===== config.mk =====
export PLATFORM = sky130hd
export DESIGN_NAME = her_ctrl
export DESIGN_NICKNAME = d
export VERILOG_FILES = /design/src/her_pkg.sv /design/src/her_ctrl.sv
export SDC_FILE = /design/constraint.sdc
export NUM_CORES = 1
export LEC_CHECK = 0
export ABC_AREA = 1
export BUFFER_PORTS_ARGS = -buffer_cell sky130_fd_sc_hd__buf_2
export CAP_MARGIN = 20
export CORE_AREA = 3 3 40 42
export DETAILED_ROUTE_END_ITERATION = 10
export DIE_AREA = 0 0 43 45
export HOLD_SLACK_MARGIN = 0.1
export PLACE_DENSITY = 0.64
export SLEW_MARGIN = 20
export SYNTH_ARGS = -nofsm -noshare
export SYNTH_HDL_FRONTEND = slang
export SYNTH_SLANG_ARGS = --single-unit
export TNS_END_PERCENT = 30

===== constraint.sdc =====
create_clock -name clk -period 2.8 [get_ports clk]
set_input_delay 0.28 -clock clk [delete_from_list [all_inputs] [get_ports clk]]
set_output_delay 0.28 -clock clk [all_outputs]
set_load 0.01 [all_outputs]

===== src/her_pkg.sv =====
// ----------------------------------------------------------------------------
// her_pkg
// Shared widths, action codes and command/status types for the eviction
// ranker.
// ----------------------------------------------------------------------------
package her_pkg;

  localparam int ENTRIES = 1024;
  localparam int ADDR_W  = (ENTRIES > 1) ? $clog2(ENTRIES) : 1;

  localparam int ACT_W  = 2;
  localparam int IDX_W  = 10;
  localparam int TIME_W = 32;
  localparam int SIZE_W = 24;
  localparam int CNT_W  = 32;
  localparam int DEN_W  = TIME_W + SIZE_W;   // age * size
  localparam int PART_W = DEN_W / 2;         // denominator split for partials
  localparam int PP_W   = CNT_W + PART_W;    // one partial product
  localparam int PROD_W = CNT_W + DEN_W;     // full cross product

  localparam logic [ACT_W-1:0] ACT_INSERT  = 2'd0;
  localparam logic [ACT_W-1:0] ACT_HIT     = 2'd1;
  localparam logic [ACT_W-1:0] ACT_COMPARE = 2'd2;

  localparam logic [CNT_W-1:0] CNT_MAX = {CNT_W{1'b1}};

  typedef struct packed {
    logic accept;    // latch request payload, launch table reads
    logic ins_wr;    // write an inserted entry
    logic hit_wr;    // write back incremented hit count
    logic age_en;    // form numerators and denominators
    logic part_en;   // partial cross products
    logic sum_en;    // combine partials
    logic out_load;  // load the result register
  } her_cmd_t;

  typedef struct packed {
    logic out_busy;  // result register holds an item not taken this cycle
  } her_stat_t;

endpackage


===== src/her_ctrl.sv =====
// ----------------------------------------------------------------------------
// her_ctrl
// Sequencer: accepts one request at a time and steps the datapath through
// hit write-back or the compare pipeline.
// ----------------------------------------------------------------------------
module her_ctrl (
  input  logic                     clk,
  input  logic                     rst_n,
  input  logic                     in_valid,
  input  logic [her_pkg::ACT_W-1:0] in_action,
  output logic                     in_ready,
  input  her_pkg::her_stat_t       stat,
  output her_pkg::her_cmd_t        cmd
);
  import her_pkg::*;

  typedef enum logic [5:0] {
    S_IDLE = 6'b000001,
    S_HIT  = 6'b000010,
    S_AGE  = 6'b000100,
    S_PART = 6'b001000,
    S_SUM  = 6'b010000,
    S_CMP  = 6'b100000
  } state_t;

  state_t state_r, state_nxt;
  logic   accept;

  assign in_ready = (state_r == S_IDLE);
  assign accept   = in_valid && in_ready;

  always_comb begin
    state_nxt = state_r;
    case (state_r)
      S_IDLE: begin
        if (accept && in_action == ACT_HIT) state_nxt = S_HIT;
        else if (accept && in_action == ACT_COMPARE) state_nxt = S_AGE;
      end
      S_HIT:  state_nxt = S_IDLE;
      S_AGE:  state_nxt = S_PART;
      S_PART: state_nxt = S_SUM;
      S_SUM:  state_nxt = S_CMP;
      S_CMP: begin
        if (!stat.out_busy) state_nxt = S_IDLE;
      end
      default: state_nxt = S_IDLE;
    endcase
  end

  always_comb begin
    cmd          = '0;
    cmd.accept   = accept;
    cmd.ins_wr   = accept && (in_action == ACT_INSERT);
    cmd.hit_wr   = (state_r == S_HIT);
    cmd.age_en   = (state_r == S_AGE);
    cmd.part_en  = (state_r == S_PART);
    cmd.sum_en   = (state_r == S_SUM);
    cmd.out_load = (state_r == S_CMP) && !stat.out_busy;
  end

  always_ff @(posedge clk) begin
    if (!rst_n) state_r <= S_IDLE;
    else        state_r <= state_nxt;
  end

endmodule


==> results.toml <==
[place]
portBuffers = 13
place.gp.congestion = 0.7043
dp_slack_ps = 1496
hpwlAfterDp_um = 707.8

[synth]
yosys.area.top_type = "dfxtp_1"
syn_inst = 63
synth_common_cells = "nor2_1, inv_1, nand2_1, dfxtp_1, nand3_1"
syn_area_per_cell_um2 = 6.534
synth_edf_count = 0
yosysWarningCount = 0
synthTopCellsByArea = "dfxtp_1, nor2_1, inv_1, nor2_4, nand3_1"
yosysMostFrequentCell = "nor2_1"
syn-num-nets = 69
ys_types = 16
ys_ff_latch = 6
synth_area_um2 = 411.6
synth_top_area_frac = 0.2918
synth_flop_cell = "dfxtp_1"
synth-seq-area-share = 0.2918
async_reset_ff_frac = 0

[clock_network]
cts-buffers-inserted = 3
clockRootBuffer = "clkbuf_4"
cts.sinks = 6
cts_tree = "yes"
clk_path_buf_depth = 2
cts_resized = 0
post_cts_buffers = 0
clock_latency_ps = 240
cts.reportedPaths.clkPinSlew_ps = 40
ctsHoldBuffers = 0
htree_levels = 1

[setup_path]
cp.arrival_ps = 1290
start_kind = "flip-flop"
cp_max_fo = 4
crit_path_end_kind = "primary output"
cp.required_ps = 2520
critPathKind = "flip-flop to primary output"

[detailed_routing]
top_layer = "met3"
drc = 0
wl_met2_um = 414
via_per_inst = 4.330
routed_wl_um = 819
met3_length_um = 39
dr.first_iter.drc_count = 6
final_antenna_net_count = 0
wl_per_cell_um = 9.000
dr.pass1.iters = 3
vias = 394
met1_length_um = 365

[timing]
slew_violations = 0
grt_setup_unrepaired = "no"
worst_pin_slew_ps = 239.0
tns_ps = 0
finalWorstSetupSlack_ps = 1234
fin_crit_ps = 1566
skew_ps = 1.657
timing.final.crit_share = 0.5594
setup_viol = 0
slew_headroom = 0.8392
hold_viol_final = 0
fmaxAchievable_ghz = 0.6385
hold_ws_ps = 261.9

[grt]
grt_max_degree = 5
grt_util_all_layers = 0.09500
grt_pass1_wl_um = 1331
grt_overflow = 0
grt_pass1_vias = 352
antenna_found_initial = 0

[layout]
nets = 84
final_util = 0.3856
top_register = "state_r"
reg_top3 = "state_r x6"
drive_gt1_frac = 0.3158
area_delta_synth_final_pct = 20.36
diodes = 0
largest_reg_flops = 6

[floorplan]
die-area_um2 = 1935
core.rowCount = 13
num_io_pins = 14
core-area_um2 = 1285
die_y_um = 45
initial_core_util = 0.3204
die_width_um = 43

[power]
p_leak_nw = 0.3083
peakVddDrop_mv = 0.3124
power.density_nw_per_um2 = 746.2

[run_status]
outcome = "finished clean"

[min_path]
hp-class = "input port to flip-flop"

[run]
cap_violations = 0
## power breakdown
part,internal (W),switching [W]
clock,0.0000483,0.0000287
sequential,0.0000991,0.0000146
combinational,0.0000689,0.000110
total,0.000216,0.000153
## layout make-up
type                            count  area, um2
Sequential cell                     6      120.1
Clock buffer                        3      22.52
Timing Repair Buffer               13      65.06
Fill cell                         140      789.5
Tap cell                           15      18.77
Inverter                           13      48.80
Multi-Input combinational cell     41      220.2
## path summary, 6_finish.rpt
check | depth (start not counted) | start | end | slack (ps)
worst max register to register | 6 | state_r[5]$_SDFFE_PN0P_ | state_r[0]$_SDFFE_PN1P_ | 1630
worst min register to register | 3 | state_r[4]$_SDFFE_PN0P_ | state_r[3]$_SDFFE_PN0P_ | 640
worst max-delay path | 4 | state_r[5]$_SDFFE_PN0P_ | cmd[5] | 1230
worst min-delay path | 2 | rst_n | state_r[0]$_SDFFE_PN1P_ | 260
## per-layer routing
| layer | up-vias | GRT usage |
|---|---|---|
| li1 | 218 | - |
| met1 | 166 | 0.09903 |
| met2 | 10 | 0.1617 |
| met3 | 0 | 0.02789 |
| met4 | 0 | 0.07229 |
| met5 | - | 0 |
## worst max-delay path, cell delays in order (launching register included)
cell and delay, ps:
dfxtp_1 350, nor2_4 190, nand3_2 130, nor4_1 200, buf_2 180
## metrics by stage
stage	power, W	instances	instance area [um2]
after floorplan	0.0002598	63	411.6
after global placement	0.0002934	88	473.0
after detailed placement	0.0002975	88	473.0
after CTS	0.0003774	91	495.5
after global routing	0.0004100	91	495.5
final	0.0003697	91	495.5
## logic make-up (layout without fill, tap and decap cells)
group	Yosys count	in the layout	share of synthesized area
compound gates	3	3	0.04557
flops	6	6	0.2918
buf+inv	16	29	0.1733
simple gates	38	38	0.4894
## cells in the final DEF (no fill, tap or decap)
cell type | netlist | routed
a21oi_2 | 1 | 1
o21ai_0 | 1 | 1
nor3_1 | 1 | 1
nand4_1 | 1 | 1
a21oi_1 | 1 | 1
nor2_1 | 15 | 15
inv_1 | 13 | 13
dfxtp_1 | 6 | 6
nor2_4 | 3 | 3
nand2_1 | 7 | 7
nand3_2 | 2 | 2
clkbuf_4 | 0 | 3
nand2_2 | 1 | 1
nor4_1 | 1 | 1
nand2_4 | 1 | 1
buf_2 | 0 | 13
nand3_1 | 6 | 6
(Power assumes the default switching activity.)
